### config.mk
export PLATFORM = sky130hd
export DESIGN_NAME = http_response_header_parser_flat
export DESIGN_NICKNAME = d
export VERILOG_FILES = /design/src/hdl/hrhp_pkg.sv /design/src/hdl/hrhp_if.sv /design/src/hdl/http_response_header_parser.sv /design/src/hdl/hrhp_num_step.sv /design/src/flat_wrapper.sv
export SDC_FILE = /design/constraint.sdc
export NUM_CORES = 1
export LEC_CHECK = 0
export ABC_AREA = 1
export BUFFER_PORTS_ARGS = -buffer_cell sky130_fd_sc_hd__buf_4
export CORE_AREA = 10 10 311 238
export DETAILED_ROUTE_END_ITERATION = 16
export DIE_AREA = 0 0 321 248
export PLACE_DENSITY_LB_ADDON = 0.15
export SLEW_MARGIN = 30
export SYNTH_ARGS = -nofsm -noshare
export SYNTH_HDL_FRONTEND = slang
export SYNTH_HIERARCHICAL = 1
export SYNTH_SLANG_ARGS = --single-unit
### constraint.sdc
create_clock -name clk_i -period 10.5 [get_ports clk_i]
set_input_delay 0 -clock clk_i [delete_from_list [all_inputs] [get_ports clk_i]]
set_output_delay 0 -clock clk_i [all_outputs]
set_load 0.01 [all_outputs]
### src/hdl/hrhp_pkg.sv
// Package with the types, constants and character tables of the HTTP response header parser.
`default_nettype none

package hrhp_pkg;

  localparam int unsigned PREFIX_LEN = 9;
  localparam int unsigned MIN_LEN    = 12;
  localparam int unsigned KW_LEN     = 16;

  localparam logic [7:0] CHAR_CR    = 8'd13;
  localparam logic [7:0] CHAR_LF    = 8'd10;
  localparam logic [7:0] CHAR_TAB   = 8'd9;
  localparam logic [7:0] CHAR_SPACE = 8'd32;
  localparam logic [7:0] CHAR_PLUS  = 8'h2B;
  localparam logic [7:0] CHAR_MINUS = 8'h2D;
  localparam logic [7:0] CHAR_ZERO  = 8'h30;
  localparam logic [7:0] CHAR_NINE  = 8'h39;
  localparam logic [7:0] CHAR_UC_A  = 8'h41;
  localparam logic [7:0] CHAR_UC_Z  = 8'h5A;
  localparam logic [7:0] CHAR_LC_C  = 8'h63;

  typedef enum logic [1:0] {
    OUT_OK         = 2'd0,
    OUT_INVALID    = 2'd1,
    OUT_INCOMPLETE = 2'd2
  } outcome_e;

  typedef enum logic [1:0] {
    NP_IDLE  = 2'd0,
    NP_SKIP  = 2'd1,
    NP_BEGUN = 2'd2,
    NP_DONE  = 2'd3
  } num_phase_e;

  typedef struct packed {
    num_phase_e phase;
    logic       neg;
  } num_state_t;

  function automatic logic [7:0] prefix_char(input logic [3:0] idx);
    logic [7:0] c;
    case (idx)
      4'd0:    c = 8'h48;
      4'd1:    c = 8'h54;
      4'd2:    c = 8'h54;
      4'd3:    c = 8'h50;
      4'd4:    c = 8'h2F;
      4'd5:    c = 8'h31;
      4'd6:    c = 8'h2E;
      4'd7:    c = 8'h31;
      4'd8:    c = 8'h20;
      default: c = 8'h00;
    endcase
    return c;
  endfunction

  function automatic logic [7:0] keyword_char(input logic [3:0] idx);
    logic [7:0] c;
    case (idx)
      4'd0:    c = 8'h63;
      4'd1:    c = 8'h6F;
      4'd2:    c = 8'h6E;
      4'd3:    c = 8'h74;
      4'd4:    c = 8'h65;
      4'd5:    c = 8'h6E;
      4'd6:    c = 8'h74;
      4'd7:    c = 8'h2D;
      4'd8:    c = 8'h6C;
      4'd9:    c = 8'h65;
      4'd10:   c = 8'h6E;
      4'd11:   c = 8'h67;
      4'd12:   c = 8'h74;
      4'd13:   c = 8'h68;
      4'd14:   c = 8'h3A;
      4'd15:   c = 8'h20;
      default: c = 8'h00;
    endcase
    return c;
  endfunction

endpackage

`default_nettype wire

### src/hdl/hrhp_if.sv
// Interfaces for the byte input channel and the result channel of the header parser.
`default_nettype none

interface hrhp_in_if;
  logic       valid;
  logic       ready;
  logic [7:0] data_byte;
  logic       final_byte;

  modport source (output valid, output data_byte, output final_byte, input ready);
  modport sink   (input valid, input data_byte, input final_byte, output ready);
endinterface

interface hrhp_out_if;
  logic        valid;
  logic        ready;
  logic [1:0]  outcome;
  logic [15:0] status_code;
  logic [31:0] hdr_bytes;
  logic [31:0] body_bytes;
  logic [31:0] total_length;

  modport source (output valid, output outcome, output status_code, output hdr_bytes,
                  output body_bytes, output total_length, input ready);
  modport sink   (input valid, input outcome, input status_code, input hdr_bytes,
                  input body_bytes, input total_length, output ready);
endinterface

`default_nettype wire

### src/hdl/http_response_header_parser.sv
// Top level of the streaming HTTP/1.x response header parser.
`default_nettype none

// The parser takes one response byte per item, one item every clock cycle while
// the input side does not stall, and gives a single result item for each final byte.
// Each byte passes an input register and then updates the scan state in the
// same cycle; the final byte also forms the result, which lands in an output
// register. The input side stalls only when a final byte meets an output
// register whose result has not yet been taken; all scan state clears after
// each final byte, ready for the next message.
module http_response_header_parser #(
  parameter int unsigned COUNT_BITS = 32
) (
  input wire logic clk_i,
  input wire logic rst_ni,
  hrhp_in_if.sink  in_i,
  hrhp_out_if.source out_o
);
  import hrhp_pkg::*;

  logic                  s1_valid_q;
  logic [7:0]            s1_byte_q;
  logic                  s1_fin_q;
  logic                  out_free;
  logic                  adv;
  logic                  accept;

  logic [COUNT_BITS-1:0] count_q, count_d;
  logic                  prefix_ok_q, prefix_ok_d;
  num_state_t            sst_q, sst_d;
  logic [15:0]           sval_q, sval_d;
  logic [1:0]            term_q, term_d;
  logic                  seen_q, seen_d;
  logic [COUNT_BITS-1:0] hpos_q, hpos_d;
  logic [3:0]            kw_q, kw_d;
  num_state_t            lst_q, lst_d, lst_kw, lst_num;
  logic [31:0]           lval_q, lval_d;

  logic                  out_valid_q;
  logic [1:0]            outcome_q, outcome_d;
  logic [15:0]           status_q, status_d;
  logic [31:0]           hlen_q, hlen_d;
  logic [31:0]           clen_q, clen_d;
  logic [31:0]           total_q, total_d;

  logic [7:0]            b;
  logic [7:0]            lo;
  logic [COUNT_BITS-1:0] idx_inc;
  logic                  in_prefix;
  logic [31:0]           clen_decl;
  logic [32:0]           need;
  logic                  total_ge_h;

  assign b         = s1_byte_q;
  assign out_free  = !out_valid_q || out_o.ready;
  assign adv       = s1_valid_q && (!s1_fin_q || out_free);
  assign in_i.ready = !s1_valid_q || adv;
  assign accept    = in_i.valid && in_i.ready;
  assign idx_inc   = (count_q == '1) ? count_q : count_q + 1'b1;
  assign in_prefix = count_q < COUNT_BITS'(PREFIX_LEN);
  assign lo        = ((b >= CHAR_UC_A) && (b <= CHAR_UC_Z)) ? (b | 8'h20) : b;

  hrhp_num_step #(.W(16)) u_status (
    .en_i   (!in_prefix),
    .byte_i (b),
    .st_i   (sst_q),
    .val_i  (sval_q),
    .st_o   (sst_d),
    .val_o  (sval_d)
  );

  hrhp_num_step #(.W(32)) u_length (
    .en_i   (1'b1),
    .byte_i (b),
    .st_i   (lst_q),
    .val_i  (lval_q),
    .st_o   (lst_num),
    .val_o  (lval_d)
  );

  always_comb begin
    count_d     = idx_inc;
    prefix_ok_d = prefix_ok_q;
    if (in_prefix) begin
      if (!((b == prefix_char(count_q[3:0])) ||
            ((count_q == COUNT_BITS'(7)) && (b == CHAR_ZERO)))) begin
        prefix_ok_d = 1'b0;
      end
    end

    term_d = term_q;
    seen_d = seen_q;
    hpos_d = hpos_q;
    if (!seen_q) begin
      if (b == (((term_q == 2'd0) || (term_q == 2'd2)) ? CHAR_CR : CHAR_LF)) begin
        if (term_q == 2'd3) begin
          seen_d = 1'b1;
          hpos_d = idx_inc;
          term_d = 2'd0;
        end else begin
          term_d = term_q + 2'd1;
        end
      end else begin
        term_d = (b == CHAR_CR) ? 2'd1 : 2'd0;
      end
    end

    kw_d   = kw_q;
    lst_kw = lst_q;
    if (lst_q.phase == NP_IDLE) begin
      if (lo == keyword_char(kw_q)) begin
        if (kw_q == 4'(KW_LEN - 1)) begin
          kw_d         = 4'd0;
          lst_kw.phase = NP_SKIP;
        end else begin
          kw_d = kw_q + 4'd1;
        end
      end else begin
        kw_d = (lo == CHAR_LC_C) ? 4'd1 : 4'd0;
      end
    end
    lst_d = (lst_q.phase == NP_IDLE) ? lst_kw : lst_num;
  end

  always_comb begin
    total_d    = 32'(count_d);
    status_d   = 16'd0;
    hlen_d     = 32'd0;
    clen_d     = 32'd0;
    outcome_d  = OUT_INVALID;
    clen_decl  = 32'd0;
    total_ge_h = count_d >= hpos_d;
    if (lst_d.phase != NP_IDLE) begin
      clen_decl = lst_d.neg ? (~lval_d + 32'd1) : lval_d;
    end
    need = {1'b0, clen_decl} + 33'(hpos_d);
    if ((count_d >= COUNT_BITS'(MIN_LEN)) && prefix_ok_d && seen_d) begin
      status_d = (sst_d.neg && (sval_d != 16'd0)) ? 16'hFFFF : sval_d;
      hlen_d   = 32'(hpos_d);
      if (clen_decl == 32'd0) begin
        clen_d    = total_ge_h ? 32'(count_d - hpos_d) : 32'd0;
        outcome_d = total_ge_h ? OUT_OK : OUT_INCOMPLETE;
      end else begin
        clen_d    = clen_decl;
        outcome_d = (33'(count_d) >= need) ? OUT_OK : OUT_INCOMPLETE;
      end
    end
  end

  always_ff @(posedge clk_i or negedge rst_ni) begin
    if (!rst_ni) begin
      s1_valid_q <= 1'b0;
    end else if (accept) begin
      s1_valid_q <= 1'b1;
    end else if (adv) begin
      s1_valid_q <= 1'b0;
    end
  end

  always_ff @(posedge clk_i) begin
    if (accept) begin
      s1_byte_q <= in_i.data_byte;
      s1_fin_q  <= in_i.final_byte;
    end
  end

  always_ff @(posedge clk_i or negedge rst_ni) begin
    if (!rst_ni) begin
      count_q     <= '0;
      prefix_ok_q <= 1'b1;
      sst_q       <= '{phase: NP_SKIP, neg: 1'b0};
      sval_q      <= '0;
      term_q      <= '0;
      seen_q      <= 1'b0;
      hpos_q      <= '0;
      kw_q        <= '0;
      lst_q       <= '{phase: NP_IDLE, neg: 1'b0};
      lval_q      <= '0;
    end else if (adv) begin
      if (s1_fin_q) begin
        count_q     <= '0;
        prefix_ok_q <= 1'b1;
        sst_q       <= '{phase: NP_SKIP, neg: 1'b0};
        sval_q      <= '0;
        term_q      <= '0;
        seen_q      <= 1'b0;
        hpos_q      <= '0;
        kw_q        <= '0;
        lst_q       <= '{phase: NP_IDLE, neg: 1'b0};
        lval_q      <= '0;
      end else begin
        count_q     <= count_d;
        prefix_ok_q <= prefix_ok_d;
        sst_q       <= sst_d;
        sval_q      <= sval_d;
        term_q      <= term_d;
        seen_q      <= seen_d;
        hpos_q      <= hpos_d;
        kw_q        <= kw_d;
        lst_q       <= lst_d;
        lval_q      <= lval_d;
      end
    end
  end

  always_ff @(posedge clk_i or negedge rst_ni) begin
    if (!rst_ni) begin
      out_valid_q <= 1'b0;
    end else if (adv && s1_fin_q) begin
      out_valid_q <= 1'b1;
    end else if (out_o.ready) begin
      out_valid_q <= 1'b0;
    end
  end

  always_ff @(posedge clk_i) begin
    if (adv && s1_fin_q) begin
      outcome_q <= outcome_d;
      status_q  <= status_d;
      hlen_q    <= hlen_d;
      clen_q    <= clen_d;
      total_q   <= total_d;
    end
  end

  assign out_o.valid        = out_valid_q;
  assign out_o.outcome      = outcome_q;
  assign out_o.status_code  = status_q;
  assign out_o.hdr_bytes    = hlen_q;
  assign out_o.body_bytes   = clen_q;
  assign out_o.total_length = total_q;

endmodule

`default_nettype wire

### src/hdl/hrhp_num_step.sv
// Decimal number decoder step: skips whitespace, takes one sign and accumulates digits.
`default_nettype none

module hrhp_num_step #(
  parameter int unsigned W = 32
) (
  input  wire logic                  en_i,
  input  wire logic [7:0]            byte_i,
  input  wire hrhp_pkg::num_state_t  st_i,
  input  wire logic [W-1:0]          val_i,
  output      hrhp_pkg::num_state_t  st_o,
  output      logic [W-1:0]          val_o
);
  import hrhp_pkg::*;

  logic         is_digit;
  logic         is_space;
  logic         is_sign;
  logic [W+3:0] prod;

  assign is_digit = (byte_i >= CHAR_ZERO) && (byte_i <= CHAR_NINE);
  assign is_space = (byte_i == CHAR_SPACE) || ((byte_i >= CHAR_TAB) && (byte_i <= CHAR_CR));
  assign is_sign  = (byte_i == CHAR_PLUS) || (byte_i == CHAR_MINUS);
  assign prod     = {1'b0, val_i, 3'b000} + {3'b000, val_i, 1'b0}
                  + (W+4)'(byte_i - CHAR_ZERO);

  always_comb begin
    st_o  = st_i;
    val_o = val_i;
    if (en_i && (st_i.phase != NP_IDLE) && (st_i.phase != NP_DONE)) begin
      if (is_digit) begin
        val_o      = (prod[W+3:W] != 4'd0) ? '1 : prod[W-1:0];
        st_o.phase = NP_BEGUN;
      end else if ((st_i.phase != NP_BEGUN) && is_space) begin
        st_o = st_i;
      end else if ((st_i.phase != NP_BEGUN) && is_sign) begin
        st_o.neg   = (byte_i == CHAR_MINUS);
        st_o.phase = NP_BEGUN;
      end else begin
        st_o.phase = NP_DONE;
      end
    end
  end

endmodule

`default_nettype wire

### src/flat_wrapper.sv
// flat-port wrapper written by rule: the top's interface ports become plain ports
module http_response_header_parser_flat import hrhp_pkg::*;
#(
  parameter int unsigned COUNT_BITS = 32
)
  (clk_i, rst_ni, in_i_valid, in_i_data_byte, in_i_final_byte, in_i_ready, out_o_valid, out_o_outcome, out_o_status_code, out_o_hdr_bytes, out_o_body_bytes, out_o_total_length, out_o_ready);
  hrhp_in_if in_i_i ();
  hrhp_out_if out_o_i ();
  input wire logic clk_i;
  input wire logic rst_ni;
  input wire logic [$bits(in_i_i.valid)-1:0] in_i_valid;
  input wire logic [$bits(in_i_i.data_byte)-1:0] in_i_data_byte;
  input wire logic [$bits(in_i_i.final_byte)-1:0] in_i_final_byte;
  output wire logic [$bits(in_i_i.ready)-1:0] in_i_ready;
  output wire logic [$bits(out_o_i.valid)-1:0] out_o_valid;
  output wire logic [$bits(out_o_i.outcome)-1:0] out_o_outcome;
  output wire logic [$bits(out_o_i.status_code)-1:0] out_o_status_code;
  output wire logic [$bits(out_o_i.hdr_bytes)-1:0] out_o_hdr_bytes;
  output wire logic [$bits(out_o_i.body_bytes)-1:0] out_o_body_bytes;
  output wire logic [$bits(out_o_i.total_length)-1:0] out_o_total_length;
  input wire logic [$bits(out_o_i.ready)-1:0] out_o_ready;
  assign in_i_i.valid = in_i_valid;
  assign in_i_i.data_byte = in_i_data_byte;
  assign in_i_i.final_byte = in_i_final_byte;
  assign in_i_ready = in_i_i.ready;
  assign out_o_valid = out_o_i.valid;
  assign out_o_outcome = out_o_i.outcome;
  assign out_o_status_code = out_o_i.status_code;
  assign out_o_hdr_bytes = out_o_i.hdr_bytes;
  assign out_o_body_bytes = out_o_i.body_bytes;
  assign out_o_total_length = out_o_i.total_length;
  assign out_o_i.ready = out_o_ready;
  http_response_header_parser #(.COUNT_BITS(COUNT_BITS)) u_core (.clk_i(clk_i), .rst_ni(rst_ni), .in_i(in_i_i), .out_o(out_o_i));
endmodule
# --- Yosys cells after proc, flatten, opt, wreduce, memory -nomap -nowiden ---
# Memories as Yosys holds them, arrays and structs flattened.
# Cells that the tools add are included.
totals:
  register_bits: 251
  latch_bits: 0
  ramBits: 0
  rom_bits: 208
  in_bits: 13
  mem_count: 2
classes:
  add_sub_neg: 12
  n_mul: 0
  div_mod_pow: 0
  order_cmp: 10
  n_eq_ne: 20
  n_shift: 0
  n_mux: 64
  bitwise_logic: 1
  reduce_logical: 44
mem_list:
  columns: ["memory", "words", "width", "rd", "rd_ports_with_merged_regs", "write_ports", "line_no", "rtl"]
  rows:
  - ["(no name shown)", 16, 7, 1, 0, 0, "hrhp_pkg.sv:42", "case (idx)"]
  - ["(no name shown)", 16, 6, 1, 0, 0, "hrhp_pkg.sv:59", "case (idx)"]
op_table:
  columns: ["operator", "n"]
  rows:
  - ["$mux W32", 14]
  - ["$mux W16", 5]
  - ["$add A32 B1 Y32 const B", 2]
  - ["$add A35 B33 Y36", 1]
  - ["$add A36 B36 Y36", 1]
  - ["$add A32 B32 Y33", 1]
  - ["$ge A32 B33 Y1", 1]
  - ["$eq A32 B3 Y1 const B", 1]
  - ["$eq A32 B32 Y1 const B", 1]
  - ["$eq A8 B6 Y1 const B", 4]
  - ["$ge A32 B32 Y1", 1]
  - ["$ge A32 B4 Y1 const B", 1]
  - ["$logic_not A32 Y1", 1]
  - ["$lt A32 B4 Y1 const B", 1]
  - ["$not A32 Y32", 1]
  - ["$sub A32 B32 Y32", 1]
  - ["$mux W3", 8]
  - ["$mux W2", 11]
  - ["$add A19 B17 Y20", 1]
  - ["$add A20 B20 Y20", 1]
  - ["$mux W1", 19]
  - ["$sub A8 B6 Y9 const B", 2]
  - ["$logic_and A1 B1 Y1", 17]
  - ["$eq A8 B8 Y1", 2]
  - ["other kinds (27)", 53]

# --- Depth between registers and ports, before layout ---
# Gate-level depths: netlist of the first run.
logic_depth:
  ltp_word: 14
  depth_mapped: 57

# --- Cells and area by module ---
# The synthesis of the first run kept the hierarchy.
modules_own_cells:
  columns: ["module", "instances", "cells_each", "area_per_inst_um2", "seq_area_each_um2"]
  rows:
  - ["http_response_header_parser", 1, 2320, 17446.7, 6899.1]
  - ["hrhp_num_step at u_core.u_length", 1, 629, 3947.5, 0.0]
  - ["hrhp_num_step at u_core.u_status", 1, 372, 2079.5, 0.0]

# --- Worst setup path before layout of the first run ---
# Ideal clock, no wire load.
synth_path:
  kind: "reg-to-reg"
  startpoint: "register u_core.s1_byte_q[4] (netlist: u_core/b[4])"
  endpoint: "register u_core.outcome_q[1] (netlist: u_core/out_o.outcome[1]) (data pin)"
  arrival_ps: 8168
  t_required_ps: 10247
  setup_slack_ps: 2079
  path_stages_with_launch: 54
  path_buffers: 0
  period_less_slack_ps: 8421
  path_cell_list: "edfxtp_1 > ha_1 > nor2_1 > inv_1 > fa_1 > inv_1 > ha_1 > a21oi_1 > o21ai_0 > nand2_1 > nand2_1 > a21oi_1 > nand2_1 > nand2_1 > nand2_1 > nand3_2 > nor2_8 > a21boi_0 > (+18 left out) > nand2_1 > nand2_1 > a21oi_1 > xor2_1 > ha_1 > nand2_1 > o21ai_0 > a21oi_1 > nand2_1 > nand2_1 > nand2_1 > nand2_1 > nand2_1 > nand2_1 > nand2_1 > nand2_1 > nor2_1 > nor2_1"
synth_via:
  elab_chain_cells: 14
  elab_cells_between_ends: 57
  classes_between: "4 x add/sub; 8 x order compare; 7 x eq/ne; 23 x mux; 1 x bitwise; 14 x reduce/logical"
synth_rtl:
  columns: ["element", "line_no", "rtl"]
  rows:
  - ["start: declaration", "http_response_header_parser.sv:22", "logic [7:0] s1_byte_q;"]
  - ["start signal: assignment", "http_response_header_parser.sv:162", "s1_byte_q <= in_i.data_byte;"]
  - ["$sub A8 B6 Y9", "hrhp_num_step.sv:25", "+ (W+4)'(byte_i - CHAR_ZERO);"]
  - ["$add A36 B36 Y36", "hrhp_num_step.sv:25", null]
  - ["$reduce_bool A4 Y1", "hrhp_num_step.sv:32", "val_o = (prod[W+3:W] != 4'd0) ? '1 : prod[W-1:0];"]
  - ["$mux W32", "hrhp_num_step.sv:32", null]
  - ["$mux W32 *", "hrhp_num_step.sv:31", "if (is_digit) begin"]
  - ["$mux W32 *", "hrhp_num_step.sv:30", "if (en_i && (st_i.phase != NP_IDLE) && (st_i.phase != NP_DONE)) begin"]
  - ["named net u_core.lval_d[0]", "http_response_header_parser.sv:37", "logic [31:0] lval_q, lval_d;"]
  - ["$not A32 Y32", "http_response_header_parser.sv:134", "clen_decl = lst_d.neg ? (~lval_d + 32'd1) : lval_d;"]
  - ["$add A32 B1 Y32", "http_response_header_parser.sv:134", null]
  - ["$mux W32 *", "http_response_header_parser.sv:134", null]
  - ["$mux W32 *", "http_response_header_parser.sv:133", "if (lst_d.phase != NP_IDLE) begin"]
  - ["$add A32 B32 Y33", "http_response_header_parser.sv:136", "need = {1'b0, clen_decl} + 33'(hpos_d);"]
  - ["$ge A32 B33 Y1", "http_response_header_parser.sv:145", "outcome_d = (33'(count_d) >= need) ? OUT_OK : OUT_INCOMPLETE;"]
  - ["$mux W2", "http_response_header_parser.sv:145", null]
  - ["$mux W2 *", "http_response_header_parser.sv:140", "if (clen_decl == 32'd0) begin"]
  - ["end signal: assignment", "http_response_header_parser.sv:218", "outcome_q <= outcome_d;"]
  - ["end: declaration", "http_response_header_parser.sv:40", "logic [1:0] outcome_q, outcome_d;"]
# Mark *: on every way through the listed nets, which the timed path passes. The rest lies on a longest branch.
# A chain may end at the register's enable or synchronous reset.

# --- Worst setup path after layout of the first run ---
# Ends and elaborated chain as after synthesis.

==> results.md, run 1 <==
- Number of resized instances in the post-cts repair step: 0
- Cell area after placement: about 26000 µm²
- Total via count after detailed routing: 22200
- Crit share post-route: 0.845
- Type of the worst setup path: reg2reg
- Number of nets in the layout: 3702
- Sink count of the clock tree: 251
- Minimum period implied by the final worst setup slack: 8.87 ns
- Gr ovfl total: 0
- CP most frequent cell: nand2_1
- Critical path launch point type: register
- Post-route total power: 0.00279 W
- Reg clk slew, reported paths: around 0.070 ns
- Hold violation count in the final report: 0
- Core area: 67900 µm²
- Setup skew after layout: 0.0122 ns
- Wirelength per Cell: between 15 and 20 µm
- P_leak: roughly 14 nW
- Sum of negative setup slack: 0 ns
- Cell taking the most area after synthesis: edfxtp_1
- Tightest Pin Transition: 0.972 ns
- Clock root buffer: clkbuf_16
- Worst min path class: in2async
- Worst path required time: 10.86 ns
- Avg Synthesized Cell Area: 7.07 µm²
- Share of the yosys chip area belonging to registers: 0.294
- DRC viols: 0
- Register-to-register path setup slack: approximately 1.6 ns
- Post-synth net total: approximately 3600
- Effective utilization at floorplan: 0.346
- Mapped Cells: 3321
- Worst reg-to-reg path cell count: between 40 and 50
- Capture point of the worst path: u_core/out_o.outcome[1]
- Number of H-tree branching levels: 1
- First-pass GRT wire length: 128000 µm
- Origin of the worst setup path: u_core/b[4]
- Largest stage delay, worst path: 0.56 ns
- Total of warnings raised by yosys: 6
- Status: finished, final reports clean
- Post-synth ARST share: 0.510
- Most frequent cell after synthesis: nand2_1
- Die W: 321 µm
- Count of TritonRoute iterations in the first routing pass: 6
- Port Buffers: 128
- Synth top area cells: edfxtp_1, dfrtp_1, nand2_1
- Busiest metal layer after global routing: met1
- Commonest cells post-synth: nand2_1, inv_1, nor2_1
- Max-cap viol count: 0
- Share of final-layout standard cells stronger than drive strength 1: 0.0977
- RSZ-0062 raised after global routing: false
- TritonCTS Buffers: 29
- Count of state elements after synthesis: roughly 250
- Launching point of the worst reg2reg path: u_core/b[4]
- Met3 GRT Util: 0.0419
- Total standard cell area after synthesis: 23500 µm²
- Critical Path Fanout Max: 26
- Die area: 79600 µm²
- Number of antenna violations at the first check in global routing: 0
- EDFF count, synth: around 120
- Slack of the critical path: between 1.5 and 2 ns
- Layout Utilization: 0.393
- Buffer levels on the longest clock path: 3
- Hold buffer count at CTS: 14
- Fillcell total: 7324
- Via count of the first global-routing pass: 21100
- Area grow syn2layout: 13.7%
- Worst-case vdd ir drop: 0.133 mV
- Share of the synthesized area in the top cell type: 0.157
- Vias per inst: 5.07
- Hpwl dp: 65400 µm
- Routability Congestion: roughly 0.94
- Number of standard-cell rows in the floorplan: 83
- Worst reg2reg endpoint: u_core/out_o.outcome[1]
- Cell area after layout: 26700 µm²
- M2 GR Usage: 0.278
- Worst slack at placement: approximately 1.8 ns
- GRT met1 Usage: 0.326
- Total track usage: 0.204
- Highest attainable clock frequency: approximately 110 MHz
- Capturing element type of the critical path: register
- Post-CTS setup buffers: 0
- Final number of setup-violating endpoints: 0
- Top FF cell, synth: dfrtp_1
- Top Ports: 129
- Latest clock arrival within the worst-skew pair: ~0.6 ns
- Clock tree from TritonCTS: yes
- Max stage delay cell, worst path: edfxtp_1
- Total wire length: 82600 µm
- Relative slew slack: 0.352
- Areal power density over the cells: 105 nW/µm²
- Maximum number of pins on one net before global-route repair: 82
- Die height: 248 µm
- Worst Path Arrival: 9.23 ns
- Antenna Nets Post-Route: 0
- Number of DRC markers in iteration 0: 1962
- Pins over their slew limit: 0
- Yosys cell types: 66
## worst max-delay path, delay by kind of cell (launching register included)
family                   cells  cell delay (ns)
adder cells (fa/ha/maj)      6             2.10
flip-flops                   1             0.56
XOR/XNOR                     2             0.37
AND/OR/NAND/NOR             20             2.75
buffers and inverters        6             0.91
AO/OA/AOI/OAI               10             1.88
## metal layers
metal / wire (µm) / part of all wire / vias to the layer above
met5: 0 / 0 / -
met4: 830 / 0.010 / 0
met1: 43700 / 0.53 / 10500
met2: 31700 / 0.38 / 615
met3: 6320 / 0.077 / 49
li1: - / - / 11100
## cells in the final DEF (no fill, tap or decap), types with 20 or more instances in the layout
master / synthesis / layout
a21boi_2: 20 / 20
a21o_1: 20 / 20
a21oi_1: 202 / 202
buf_4: 18 / 172
clkbuf_16: 0 / 29
dfrtp_1: 126 / 126
edfxtp_1: 123 / 123
fa_1: 48 / 48
ha_1: 175 / 175
inv_1: 519 / 517
nand2_1: 806 / 805
nand3_1: 172 / 172
nand4_1: 42 / 42
nor2_1: 370 / 367
nor3_1: 44 / 44
o21ai_0: 198 / 198
o22ai_1: 38 / 38
or2_2: 25 / 25
xnor2_1: 39 / 39
xor2_1: 93 / 93
## where the power goes
group,leakage [nW],internal [W],switching (W)
registers,2.96,0.00106,0.0000206
logic,10.6,0.000221,0.000405
clock network,0.476,0.000619,0.000460
total,14.1,0.00190,0.000886
## area by class of cell
cell class	instances	area (µm²)	share of cell area
Sequential cell	251	6900	0.259
Multi-Input combinational cell	2463	14200	0.532
Clock inverter	17	214	0.00802
Tap cell	892	1120	0.0418
Timing Repair Buffer	190	1490	0.0559
Clock buffer	37	766	0.0287
Inverter	531	2000	0.0748
Antenna cell	1	2.50	0.0000938
## state kept, by name, summed over array words and instances (netlist names)
name,cells
u_core/count_q,32
u_core/hpos_q,32
u_core/lval_q,32
u_core/out_o.body_bytes,32
u_core/out_o.hdr_bytes,32
u_core/out_o.total_length,32
u_core/out_o.status_code,16
u_core/sval_q,16
u_core/b,8
u_core/kw_q,4
u_core/sst_q,3
u_core/lst_q,2
u_core/out_o.outcome,2
u_core/term_q,2
u_core/lst_kw,1
u_core/out_o.valid,1
u_core/prefix_ok_q,1
u_core/s1_fin_q,1
u_core/s1_valid_q,1
u_core/seen_q,1
## per-stage QoR
stage | hold slack (ns) | instances
after floorplan | -0.296 | 3321
after global placement | 0.0949 | 4312
after detailed placement | 0.0925 | 4313
after global routing | 0.118 | 4381
final | 0.0152 | 4382
after CTS | 0.0494 | 4381
## worst min-delay path by stage
stage                         end  cells past startpoint  slack [ns]
6_report        u_core/s1_valid_q                      2        0.02
3_5_place_dp   u_core/out_o.valid                      1        0.09
3_3_place_gp    u_core/s1_valid_q                      1        0.09
2_1_floorplan   u_core/count_q[0]                      0       -0.30
4_1_cts            u_core/kw_q[3]                      2        0.05
5_1_grt        u_core/out_o.valid                      2        0.12
## logic make-up (layout without fill, tap and decap cells)
kind of cell               Yosys count  count (layout)  share of synthesized area
AOI/OAI and AO/OA                  569             569                      0.141
and+or+nand+nor                   1538            1538                      0.279
xor gates and xnor gates           132             132                     0.0493
adders and majority gates          223             223                      0.134
buffers and inverters              607             775                      0.102
DFF                                251             251                      0.294
other                                1               2                   0.000160
No activity file was read; power rests on OpenSTA's default activity.
==> run 2: changes to the inputs <==
Clock period 10.5 ns to 8.3 ns, I/O delays scaled along.
==> results.md, run 2 (synthesized netlist as in run 1, its figures left out) <==
- Share of final-layout standard cells stronger than drive strength 1: 0.118 (+0.0205)
- P_leak: 14.2 nW (+0.90%)
- Number of H-tree branching levels: 1 (unchanged)
- Gr ovfl total: 0 (unchanged)
- Port Buffers: 128 (unchanged)
- Setup skew after layout: 0.0200 ns (+0.00780 ns)
- Worst Path Arrival: 8.17 ns (-1.06 ns)
- Clock tree from TritonCTS: yes
- Register-to-register path setup slack: 0.50 ns (-1.12 ns)
- Area grow syn2layout: 15.5%
- Sink count of the clock tree: 251 (unchanged)
- Maximum number of pins on one net before global-route repair: 78 (-4.9%)
- Effective utilization at floorplan: 0.346 (unchanged)
- Antenna Nets Post-Route: 0 (unchanged)
- Pins over their slew limit: 0 (unchanged)
- Via count of the first global-routing pass: 20800 (-1.2%)
- Vias per inst: 5.08 (+0.25%)
- Internal power contribution: 0.00236 W (+24%)
- Highest attainable clock frequency: 128 MHz (+14%)
- Number of nets in the layout: 3725 (+0.62%)
- Routability Congestion: 0.964 (+2.4%)
- TritonCTS Buffers: 28 (-3.4%)
- Max stage delay cell, worst path: fa_1
- Number of standard-cell rows in the floorplan: 83 (unchanged)
- Area of the multi-input gates: 14400 µm² (+1.7%)
- Switching share of power: 0.324 (+0.00640)
- Proportion of power drawn by flip-flops and latches: 0.390 (about the same)
- Die height: 248 µm (unchanged)
- Hold violation count in the final report: 3 (+3)
- Count of TritonRoute iterations in the first routing pass: 6 (unchanged)
- Number of antenna violations at the first check in global routing: 2 (+2)
- Reg clk slew, reported paths: 0.07 ns (about the same)
- Sw Pwr: 0.00113 W (+28%)
- Tightest Pin Transition: 0.910 ns (-0.0616 ns)
- Worst hold slack: -0.0212 ns (-0.0364 ns)
- Number of DRC markers in iteration 0: 2049 (+4.4%)
- Die area: 79600 µm² (unchanged)
- Most common library cell in the layout ignoring fill and taps: nand2_1
- Total via count after detailed routing: 22400 (+0.73%)
- Antenna Cells: 0 (-1)
- Hpwl dp: 65300 µm (about the same)
- Max-cap viol count: 0 (unchanged)
- Critical Path Fanout Max: 11 (-58%)
- Worst path required time: 8.67 ns (-2.19 ns)
- Core area: 67900 µm² (unchanged)
- Layout Utilization: 0.399 (+0.00619)
- Crit share post-route: 0.939 (+0.0942)
- Die W: 321 µm (unchanged)
- CP most frequent cell: nand2_1
- Part of the total power dissipated in combinational logic: 0.236 (+0.011)
- Worst reg2reg endpoint: u_core/out_o.outcome[1]
- Worst-case vdd ir drop: 0.160 mV (+21%)
- Fillcell total: 7290 (-0.46%)
- Sequential Area: 6900 µm² (unchanged)
- Failing checks: negative hold slack
- Critical path launch point type: register
- Status: complete, but fails checks
- Relative slew slack: 0.388 (+0.0355)
- Post-route total power: 0.00350 W (+25%)
- Final number of setup-violating endpoints: 0 (unchanged)
- Top Ports: 129 (unchanged)
- Minimum period implied by the final worst setup slack: 7.80 ns (-1.08 ns)
- Areal power density over the cells: 129 nW/µm² (+23%)
- Share of power burned in the clock network: 0.373 (-0.014)
- Latest clock arrival within the worst-skew pair: 0.62 ns (+0.02 ns)
- Total wire length: 83800 µm (+1.5%)
- Leading cell types in the layout, fill and taps excluded: nand2_1, inv_1, nor2_1
- Clock root buffer: clkbuf_16
- First-pass GRT wire length: 127000 µm (-0.84%)
- Type of the worst setup path: reg2reg
- Launching point of the worst reg2reg path: u_core/b[6]
- Wirelength per Cell: 19.0 µm (+1.0%)
- DRC viols: 0 (unchanged)
- Worst reg-to-reg path cell count: 43 (-2.3%)
- Buffer levels on the longest clock path: 3 (unchanged)
- Total track usage: 0.203 (-0.000225)
- Largest stage delay, worst path: 0.43 ns (-0.13 ns)
- Worst min path class: in2async
- Capturing element type of the critical path: register
-- run 2: cell count changes in the layout (fill, tap and decap cells not counted), sizes merged --
cell and change:
buf +21, bufinv -1, clkbuf -3, clkinv +6
clkinvlp +2, diode -1, inv -4, nor2 +1
-- run 2: worst max-delay path by stage --
stage                startpoint                      end  slack [ns]  cells past startpoint
floorplan           u_core/b[4]  u_core/out_o.outcome[1]        0.48                     53
global placement    u_core/b[4]  u_core/out_o.outcome[1]        0.28                     50
detailed placement  u_core/b[4]  u_core/out_o.outcome[1]        0.25                     55
CTS                 u_core/b[4]  u_core/out_o.outcome[1]        0.21                     55
global route        u_core/b[6]  u_core/out_o.outcome[1]       -0.02                     55
finish              u_core/b[6]  u_core/out_o.outcome[1]        0.50                     43
-- run 2: layer usage --
layer	vias to the layer above	part of all wire	routed length (µm)	global-route usage
li1	11100	-	-	-
met1	10500	0.53	44100	0.321
met2	638	0.38	31700	0.275
met3	66	0.084	7070	0.0514
met4	2	0.011	957	0.0260
met5	-	0.000095	8	0
-- run 2: stage by stage --
| step | cells | TNS, ns | worst slack, ns | hold slack (ns) | instance area [µm²] |
|---|---|---|---|---|---|
| after floorplan | 3321 | 0 | 0.477 | -0.296 | 23500 |
| after global placement | 4324 | 0 | 0.279 | 0.101 | 25600 |
| after detailed placement | 4324 | 0 | 0.251 | 0.0980 | 25600 |
| after CTS | 4390 | 0 | 0.211 | 0.0198 | 26700 |
| after global routing | 4403 | -0.0248 | -0.0248 | 0.0701 | 27100 |
| final | 4403 | 0 | 0.503 | -0.0212 | 27100 |
-- run 2: power by group through the flow --
stage | combinational [W] | sequential (W) | clock [W]
6_report | 0.000826 | 0.00137 | 0.00131
5_1_grt | 0.000921 | 0.00137 | 0.00139
4_1_cts | 0.000804 | 0.00137 | 0.00134
3_5_place_dp | 0.000793 | 0.00139 | 0
3_3_place_gp | 0.000799 | 0.00139 | 0
2_1_floorplan | 0.000530 | 0.00140 | 0
-- run 2: final cells by class --
| class | instances | share of cell area |
|---|---|---|
| clock buffer | 32 | 0.0264 |
| inverter | 531 | 0.0738 |
| tap | 892 | 0.0412 |
| multi-input combinational | 2464 | 0.533 |
| clock inverter | 20 | 0.00799 |
| sequential | 251 | 0.255 |
| timing repair buffer | 213 | 0.0635 |
-- run 2: critical path, delay by kind of cell (launching register included) --
family	cells	cell delay, ns
xor+xnor	2	0.26
buf+inv	7	0.99
compound gates	9	1.65
fa+ha+maj	4	1.46
flops	1	0.39
simple gates	21	2.80
-- run 2: repair_timing --
action,4_1_cts,5_1_grt
endpoints found under the setup margin,0,1
endpoints found under the hold margin,89,0
resized for setup,0,73
setup buffers,0,9
hold buffers,14,0
